--- config.mk ---
export PLATFORM = sky130hd
export DESIGN_NAME = definite_length_block_deframer
export DESIGN_NICKNAME = d
export VERILOG_FILES = /design/src/rtl/dlbd_pkg.sv /design/src/rtl/dlbd_parser.sv /design/src/rtl/dlbd_out_reg.sv /design/src/rtl/definite_length_block_deframer.sv
export SDC_FILE = /design/constraint.sdc
export NUM_CORES = 1
export LEC_CHECK = 0
export BUFFER_PORTS_ARGS = -buffer_cell sky130_fd_sc_hd__buf_2
export CORE_MARGIN = 4
export CORE_UTILIZATION = 55
export DETAILED_ROUTE_END_ITERATION = 6
export HOLD_SLACK_MARGIN = 0.15
export PLACE_DENSITY = 0.87
export SLEW_MARGIN = 15
export SYNTH_ARGS = -nofsm -noshare
export SYNTH_HDL_FRONTEND = slang
export SYNTH_SLANG_ARGS = --single-unit
export TNS_END_PERCENT = 20
--- constraint.sdc ---
create_clock -name clk -period 5 [get_ports clk]
set_input_delay 1 -clock clk [delete_from_list [all_inputs] [get_ports clk]]
set_output_delay 1 -clock clk [all_outputs]
set_load 0.01 [all_outputs]
--- src/rtl/dlbd_pkg.sv ---
`default_nettype none

package dlbd_pkg;

  localparam int LEN_W          = 30;
  localparam int BYTE_W         = 8;
  localparam int STATUS_W       = 2;
  localparam int MAX_DIGITS_DEF = 9;

  localparam logic [LEN_W-1:0]  MAX_LENGTH_RST = LEN_W'(65536);
  localparam logic [BYTE_W-1:0] HASH_BYTE      = 8'h23;
  localparam logic [BYTE_W-1:0] ASCII_ZERO     = 8'h30;
  localparam logic [BYTE_W-1:0] DEC_MAX_DIGIT  = 8'd9;

  typedef enum logic [STATUS_W-1:0] {
    ST_DATA     = 2'd0,
    ST_HDR_ERR  = 2'd1,
    ST_SIZE_ERR = 2'd2,
    ST_EMPTY    = 2'd3
  } status_t;

  typedef struct packed {
    logic [BYTE_W-1:0] payload_byte;
    logic              is_last;
    status_t           status;
  } result_t;

endpackage

`default_nettype wire

--- src/rtl/dlbd_parser.sv ---
`default_nettype none

module dlbd_parser #(
  parameter int MAX_DIGITS = dlbd_pkg::MAX_DIGITS_DEF
) (
  input  wire logic                       clk,
  input  wire logic                       rst_n,
  input  wire logic                       go,
  input  wire logic [dlbd_pkg::BYTE_W-1:0] rx_byte,
  input  wire logic [dlbd_pkg::LEN_W-1:0]  max_length,
  output logic                            res_valid,
  output dlbd_pkg::result_t               res
);
  import dlbd_pkg::*;

  localparam int DW = $clog2(MAX_DIGITS + 1);

  typedef enum logic [1:0] {
    PH_HASH  = 2'd0,
    PH_COUNT = 2'd1,
    PH_LEN   = 2'd2,
    PH_DATA  = 2'd3
  } phase_t;

  phase_t            phase_r, phase_nxt;
  logic [DW-1:0]     digits_left_r, digits_left_nxt;
  logic [LEN_W-1:0]  length_acc_r, length_acc_nxt;
  logic [LEN_W-1:0]  bytes_left_r, bytes_left_nxt;

  logic [BYTE_W-1:0] digit;
  logic [LEN_W-1:0]  acc_step;
  logic [DW-1:0]     digits_dec;
  logic [LEN_W-1:0]  bytes_dec;

  // bytes below '0' wrap to large values and fail the digit checks
  assign digit      = rx_byte - ASCII_ZERO;
  assign acc_step   = (length_acc_r << 3) + (length_acc_r << 1) + LEN_W'(digit);
  assign digits_dec = digits_left_r - DW'(1);
  assign bytes_dec  = bytes_left_r - LEN_W'(1);

  always_comb begin
    phase_nxt        = phase_r;
    digits_left_nxt  = digits_left_r;
    length_acc_nxt   = length_acc_r;
    bytes_left_nxt   = bytes_left_r;
    res_valid        = 1'b0;
    res.payload_byte = '0;
    res.is_last      = 1'b1;
    res.status       = ST_HDR_ERR;
    case (phase_r)
      PH_HASH: begin
        if (rx_byte == HASH_BYTE) begin
          phase_nxt = PH_COUNT;
        end else begin
          res_valid = 1'b1;
        end
      end
      PH_COUNT: begin
        if (digit >= 8'd1 && digit <= BYTE_W'(MAX_DIGITS)) begin
          digits_left_nxt = DW'(digit);
          length_acc_nxt  = '0;
          phase_nxt       = PH_LEN;
        end else begin
          phase_nxt = PH_HASH;
          res_valid = 1'b1;
        end
      end
      PH_LEN: begin
        if (digit > DEC_MAX_DIGIT) begin
          phase_nxt       = PH_HASH;
          digits_left_nxt = '0;
          res_valid       = 1'b1;
        end else begin
          length_acc_nxt  = acc_step;
          digits_left_nxt = digits_dec;
          if (digits_dec == '0) begin
            if (acc_step > max_length) begin
              phase_nxt  = PH_HASH;
              res_valid  = 1'b1;
              res.status = ST_SIZE_ERR;
            end else if (acc_step == '0) begin
              phase_nxt  = PH_HASH;
              res_valid  = 1'b1;
              res.status = ST_EMPTY;
            end else begin
              bytes_left_nxt = acc_step;
              phase_nxt      = PH_DATA;
            end
          end
        end
      end
      PH_DATA: begin
        bytes_left_nxt   = bytes_dec;
        res_valid        = 1'b1;
        res.payload_byte = rx_byte;
        res.status       = ST_DATA;
        res.is_last      = (bytes_dec == '0);
        if (bytes_dec == '0) begin
          phase_nxt = PH_HASH;
        end
      end
      default: begin
        phase_nxt = PH_HASH;
      end
    endcase
  end

  always_ff @(posedge clk) begin
    if (!rst_n) begin
      phase_r       <= PH_HASH;
      digits_left_r <= '0;
      length_acc_r  <= '0;
      bytes_left_r  <= '0;
    end else if (go) begin
      phase_r       <= phase_nxt;
      digits_left_r <= digits_left_nxt;
      length_acc_r  <= length_acc_nxt;
      bytes_left_r  <= bytes_left_nxt;
    end
  end

endmodule

`default_nettype wire

--- src/rtl/dlbd_out_reg.sv ---
`default_nettype none

module dlbd_out_reg (
  input  wire logic                         clk,
  input  wire logic                         rst_n,
  input  wire logic                         load,
  input  wire logic                         load_valid,
  input  wire dlbd_pkg::result_t            load_res,
  output logic                              can_load,
  output logic                              out_tvalid,
  input  wire logic                         out_tready,
  output logic [dlbd_pkg::BYTE_W-1:0]       out_tdata,  // payload_byte
  output logic                              out_tlast,  // is_last
  output logic [dlbd_pkg::STATUS_W-1:0]     out_tuser   // status
);
  import dlbd_pkg::*;

  logic    valid_r;
  result_t res_r;

  // slot is free when empty or being drained this cycle
  assign can_load = !valid_r || out_tready;

  always_ff @(posedge clk) begin
    if (!rst_n) begin
      valid_r <= 1'b0;
    end else if (can_load) begin
      valid_r <= load && load_valid;
    end
  end

  always_ff @(posedge clk) begin
    if (load && load_valid) begin
      res_r <= load_res;
    end
  end

  assign out_tvalid = valid_r;
  assign out_tdata  = res_r.payload_byte;
  assign out_tlast  = res_r.is_last;
  assign out_tuser  = res_r.status;

endmodule

`default_nettype wire

--- src/rtl/definite_length_block_deframer.sv ---
`default_nettype none

// Parses definite-length arbitrary blocks ('#', digit count, decimal length
// digits, payload) from a byte stream and passes the payload bytes out, the
// final one marked by out_tlast. Header bytes produce no output; a zero-length
// block gives one empty-block request, and a bad header or a length above
// cfg max_length gives one error request, after which the parser waits for '#'.
// out_tuser carries the status: 0 data, 1 header error, 2 size error, 3 empty.
// One byte is accepted per cycle unless out_tready holds the output; each
// byte is held in the input register, and its result, decoded by the parser
// combinationally, is held in the output register. cfg_wr_en writes
// max_length (reset 65536); write it only while the block is idle.

module definite_length_block_deframer #(
  parameter int MAX_DIGITS = dlbd_pkg::MAX_DIGITS_DEF
) (
  input  wire logic                          clk,
  input  wire logic                          rst_n,
  input  wire logic                          in_tvalid,
  output logic                               in_tready,
  input  wire logic [dlbd_pkg::BYTE_W-1:0]   in_tdata,    // rx_byte
  output logic                               out_tvalid,
  input  wire logic                          out_tready,
  output logic [dlbd_pkg::BYTE_W-1:0]        out_tdata,   // payload_byte
  output logic                               out_tlast,   // is_last
  output logic [dlbd_pkg::STATUS_W-1:0]      out_tuser,   // status
  input  wire logic                          cfg_wr_en,
  input  wire logic [dlbd_pkg::LEN_W-1:0]    cfg_wr_data  // max_length
);
  import dlbd_pkg::*;

  logic              in_valid_r;
  logic [BYTE_W-1:0] in_byte_r;
  logic [LEN_W-1:0]  max_length_r;
  logic              can_load;
  logic              advance;
  logic              res_valid;
  result_t           res;

  assign advance   = in_valid_r && can_load;
  assign in_tready = !in_valid_r || can_load;

  always_ff @(posedge clk) begin
    if (!rst_n) begin
      in_valid_r <= 1'b0;
    end else if (in_tvalid && in_tready) begin
      in_valid_r <= 1'b1;
    end else if (advance) begin
      in_valid_r <= 1'b0;
    end
  end

  always_ff @(posedge clk) begin
    if (in_tvalid && in_tready) begin
      in_byte_r <= in_tdata;
    end
  end

  always_ff @(posedge clk) begin
    if (!rst_n) begin
      max_length_r <= MAX_LENGTH_RST;
    end else if (cfg_wr_en) begin
      max_length_r <= cfg_wr_data;
    end
  end

  dlbd_parser #(
    .MAX_DIGITS (MAX_DIGITS)
  ) u_parser (
    .clk        (clk),
    .rst_n      (rst_n),
    .go         (advance),
    .rx_byte    (in_byte_r),
    .max_length (max_length_r),
    .res_valid  (res_valid),
    .res        (res)
  );

  dlbd_out_reg u_out_reg (
    .clk        (clk),
    .rst_n      (rst_n),
    .load       (advance),
    .load_valid (res_valid),
    .load_res   (res),
    .can_load   (can_load),
    .out_tvalid (out_tvalid),
    .out_tready (out_tready),
    .out_tdata  (out_tdata),
    .out_tlast  (out_tlast),
    .out_tuser  (out_tuser)
  );

endmodule

`default_nettype wire
== After elaboration in Yosys (flattened, before gate mapping) ==
Cells that the tools add are included.

* Memories: 0
* Output and inout port bits: 13
* Bits in latches: 0
* Bits of input ports: 43
* Logic and storage cells: 84
* Bits in writable memories: 0
* ROM bits: 0
* Register bits: 116

* Eq/ne operators: 12
* Shift operators: 0
* Div/mod/pow operators: 0
* Muxes and demuxes: 33
* Bitwise gates (word level): 0
* Multipliers: 0
* Reduce and logical (&&, ||, !) cells: 19
* Add/sub/neg operators: 5
* Order comparisons: 4

{| class="wikitable"
|+ Operator list
! kind !! count
|-
| $mux W30 || 4
|-
| $logic_not A30 Y1 || 2
|-
| $pmux W30 S2 || 1
|-
| $mux W29 || 2
|-
| $pmux W29 S2 || 1
|-
| $add A30 B30 Y30 || 1
|-
| $add A30 B8 Y30 || 1
|-
| $gt A30 B30 Y1 || 1
|-
| $sub A30 B1 Y30 const B || 1
|-
| $mux W2 || 11
|-
| $eq A8 B6 Y1 const B || 1
|-
| $ge A8 B1 Y1 const B || 1
|-
| $gt A8 B4 Y1 const B || 1
|-
| $le A8 B4 Y1 const B || 1
|-
| $mux W1 || 8
|-
| $mux W4 || 2
|-
| $ne A2 B1 Y1 const B || 4
|-
| $pmux W2 S4 || 1
|-
| $pmux W4 S2 || 1
|-
| $reduce_and A4 Y1 || 2
|-
| $sub A8 B6 Y8 const B || 1
|-
| $ne A2 B2 Y1 const B || 3
|-
| $reduce_and A6 Y1 || 1
|-
| $reduce_bool A2 Y1 || 3
|-
| other kinds (12) || 18
|}

== Logic depth before layout (Yosys ltp) ==
* Word-level depth: 9
* Gate-level depth with buffers: 24
* Gate-level depth less buffers: 22

== Hierarchy ==
From an unflattened synthesis, not the netlist that was laid out.

* Cell total of the unflattened synthesis: 1046
* Area, all modules: 8828.5 µm²

{| class="wikitable"
|+ By module, submodules not included
! module !! instances !! area each (µm²) !! cells each
|-
| dlbd_parser || 1 || 6986.7 || 919
|-
| definite_length_block_deframer || 1 || 1458.9 || 111
|-
| dlbd_out_reg || 1 || 382.9 || 16
|}

== Least setup slack after synthesis ==
No wires, ideal clock.

* Path type: reg2reg
* Start point: register in_byte_r[4]
* End point: register u_out_reg.res_r (netlist bit u_out_reg.out_tdata[0]) (enable)
* Library setup time: 0.386 ns
* Data arrival time: 4.928 ns
* Cell stages (with the launch flop): 16
* Path buffers: 0
* Required time: 4.614 ns
* Path slack: -0.314 ns
* Path through: edfxtp_1 -> ha_1 -> xor2_1 -> fa_1 -> inv_1 -> ha_1 -> a21oi_1 -> o211ai_1 -> a2111o_1 -> a21o_1 -> xor2_2 -> or4_1 -> or4_1 -> o31ai_2 -> nand2b_1 -> a31oi_1

* Word-level cells in the longest chain between the ends: 9
* Elaborated cells between the ends (all ways): 17
* Classes of those cells: add/sub: 2; order compare: 4; eq/ne: 1; mux: 7; reduce/logical: 3

{| class="wikitable"
|+ RTL lines
! what !! line !! text
|-
| start: declaration || definite_length_block_deframer.sv:33 || <nowiki>logic [BYTE_W-1:0] in_byte_r;</nowiki>
|-
| start signal: assignment || definite_length_block_deframer.sv:55 || <nowiki>in_byte_r <= in_tdata;</nowiki>
|-
| branches (longest 7 deep; another with $add A30 B8 Y30) || -- ||
|-
| $pmux W1 S4 (*) || dlbd_parser.sv:50 || <nowiki>case (phase_r)</nowiki>
|-
| $logic_and A1 B1 Y1 (*) || dlbd_out_reg.sv:33 || <nowiki>if (load && load_valid) begin</nowiki>
|-
| end signal: assignment || dlbd_out_reg.sv:34 || <nowiki>res_r <= load_res;</nowiki>
|-
| end: declaration || dlbd_out_reg.sv:19 || <nowiki>result_t res_r;</nowiki>
|}

Every way passes the cells marked *.
A chain may end at the register's enable or synchronous reset.

== Worst setup path after layout ==
* Start point: register in_byte_r[5]
* End point: register u_out_reg.res_r (netlist bit u_out_reg.out_tdata[4]) (enable)

Same word-level chain as after synthesis.

==> reports/qor.yml <==
floorplan:
  io_pins: 56
  die_area_um2: 17900
  coreArea_um2: 15400
  die_y_um: 134
  initial_core_util_pct: 56.6
  die_x_um: 134
  row_count: 45
routing:
  wl_met2_um: 13400
  vias: 9390
  wl_met3_um: 2810
  viasPerCell: 6.64
  drcViolationCount: 12
  wl_met1_um: 10300
  drtIter0Drc: 1152
  ant_nets: 0
  drtPass1Iterations: 7
  routed_wl_um: 28600
  top_layer_used: "met4"
  post_drt_wl_per_cell_um: 20.2
layout:
  antenna_cells: 0
  area_growth_pct: 23.1
  regArea_um2: 2510
  multi_input_area_um2: 6000
  nFillCells: 1042
  final_area_um2: 10700
  finalNetCount: 1326
  drive_above_1_share_pct: 21.0
critical_path:
  slowest_stage: "fa_1"
  crit_fanout: 11
  worst_setup_path_start_kind: "register"
  crit_type: "register to register"
  crit_required_ps: 5150
  endpoint_kind: "register"
  slowest_delay_ps: 530
  worst_path_most_repeated_cell: "buf_4"
  timing.rr.start: "in_byte_r[5]"
  startpoint: "in_byte_r[5]"
  crit_arrival_ps: 5490
sta:
  worst_slack_ps: -340
  fin_crit_sh_pct: 107
  tightest_slew_ps: 1130
  rsz0062_at_grt: "yes"
  setup_viol: 46
  final_max_slew_viol_count: 0
  fmax_mhz: 187
  relSlewSlack_pct: 24.6
  period_minus_slack_ps: 5340
  hold_viol_final: 0
  hold_ws_ps: 493
  skew_ps: 9.49
power:
  peakVddDrop_mv: 0.254
  p_sw_share_pct: 26.2
  pwr-share-comb_pct: 9.1
  power.density_nw_per_um2: 214
  p_seq_share_pct: 43.0
  p_sw_mw: 0.600
  power_frac_clock_pct: 47.9
  internal_power_mw: 1.69
  leakage_nw: 4.72
synth:
  yosysSeqAreaShare_pct: 28.9
  syn-num-nets: 1207
  async_flop_share_pct: 0
  ys_seq_elements: 116
  synth-main-ff-cell: "dfxtp_1"
  syn-cell-area_um2: 8700
  synth_edf_count: 19
  yosysTopAreaCellShare_pct: 22.3
  avgSynthCellArea_um2: 8.12
  syn_inst: 1071
  synth_warnings: 0
  yosysTopAreaCell: "dfxtp_1"
  synthTopCellsByArea: "dfxtp_1 22%, ha_1 13%, edfxtp_1 6.6%, nor2_1 5.9%, a21oi_1 4.7%"
  synth_cell_types: 75
clock_tree:
  clkTransAtPathRegs_ps: 60
  cts_hold_buf: 0
  clk_latency_ps: 440
  clk_path_buf_depth: 2
  cts.sinks: 116
  clock-root-buffer: "clkbuf_16"
  ctsHtreeMaxLevel: 4
  numCtsBuffers: 17
  cts_tree: "built"
grt:
  track_usage_pct: 30.4
  gr-total-overflow: 0
  grt_pass1_vias: 8957
  antenna_found_initial: 0
  grt_max_degree: 51
  grt_pass1_wl_um: 44300
hold_path:
  hold_class: "register to register"
  hp-start: "max_length_r[18]"
placed_design:
  hpwl_um: 18800
  io_buffer_count: 55
  dpl_cell_area_um2: 9730
  place_congestion: 1.03
job:
  cap_violations: 0
status:
  status: "finished with violations"
  failed_checks: "DRC, setup timing"
[synth_stat cells, drive strengths merged, types with 15 or more instances]
cell type / number
inv: 70
o21ai: 51
mux2i: 31
a22oi: 34
o32ai: 15
nand4: 20
edfxtp: 19
nand2: 56
clkbuf: 44
nor3: 37
a21oi: 82
a21o: 20
buf: 15
nand3: 21
dfxtp: 97
nor2: 137
ha: 87
[per-stage QoR]
stage               util [%]  setup TNS [ps]  cells  power [mW]  setup WS [ps]
floorplan                  -            -904   1071        1.11          -67.6
global placement        63.3            -248   1368        1.18          -22.9
detailed placement      63.3           -8130   1368        1.19           -268
CTS                     68.6           -1.95   1410        2.27          -1.95
global route            69.7          -20010   1414        2.36           -540
finish                  69.7           -9880   1414        2.29           -340
[layer usage]
metal / up-vias / GRT usage (%)
met5: - / 0
met4: 0 / 22.1
met3: 201 / 6.34
met2: 665 / 50.0
met1: 4308 / 35.1
li1: 4216 / -
[cell families after synthesis]
kind of cell             count (synthesis)  share of synthesized area, %
adder cells (fa/ha/maj)                 93                          13.9
AO/OA/AOI/OAI                          309                          24.3
AND/OR/NAND/NOR                        365                          20.5
flip-flops                             116                          28.9
multiplexers                            32                          3.70
buffers and inverters                  129                          5.81
XOR/XNOR                                27                          2.96
[worst max-delay path, delay by kind of cell, from the launching register on]
| family | cells | cell delay [ps] |
|---|---|---|
| DFF | 1 | 490 |
| adders and majority gates | 4 | 1400 |
| xor gates and xnor gates | 1 | 150 |
| buffers and inverters | 8 | 990 |
| AOI/OAI and AO/OA | 7 | 1430 |
| and+or+nand+nor | 6 | 570 |
[layout by cell type (no fill, tap or decap), types with 13 or more instances in the layout]
cell type	count
and3_1	13
edfxtp_1	19
buf_4	90
nand4_1	20
a22oi_1	33
nor4_1	13
nand2_1	54
inv_1	65
nor2_1	135
ha_1	79
mux2i_1	31
nand3_1	21
clkbuf_16	18
o21ai_0	39
a21o_1	20
dfxtp_1	97
nor3_1	34
buf_2	55
a21oi_1	71
[state kept, by name, indices dropped and copies added, names as in the netlist]
name                    count
u_parser.phase_r            2
max_length_r               30
u_out_reg.out_tdata         8
u_parser.length_acc_r      29
in_valid_r                  1
u_parser.bytes_left_r      30
u_out_reg.out_tvalid        1
u_out_reg.out_tlast         1
u_out_reg.out_tuser         2
u_parser.digits_left_r      4
in_byte_r                   8
[power groups by stage]
stage	sequential (mW)	combinational, mW	clock, mW
after floorplan	1.00	0.111	0
after global placement	1.00	0.181	0
after detailed placement	1.00	0.187	0
after CTS	0.984	0.195	1.09
after global routing	0.987	0.229	1.15
final	0.985	0.209	1.10
[final cells by class]
type,count,share of cell area (%)
Multi-Input combinational cell,826,56.0
Sequential cell,116,23.5
Timing Repair Buffer,159,10.8
Clock buffer,19,4.04
Tap cell,211,2.47
Inverter,70,2.45
Clock inverter,13,0.818
[path summary, 6_finish.rpt]
check,cells after the start,slack (ps),end
setup reg to reg,26,-340,u_out_reg.out_tdata[4]
hold / removal,2,490,max_length_r[18]
setup / recovery,26,-340,u_out_reg.out_tdata[4]
hold reg to reg,2,490,max_length_r[18]
[timing repair]
item | in CTS | in global routing
buffers inserted | 10 | 4
pin swaps | 14 | 16
gates resized for setup | 42 | 33
endpoints found under the setup margin | 45 | 46
Note: power is estimated with default switching activity, not from simulation.
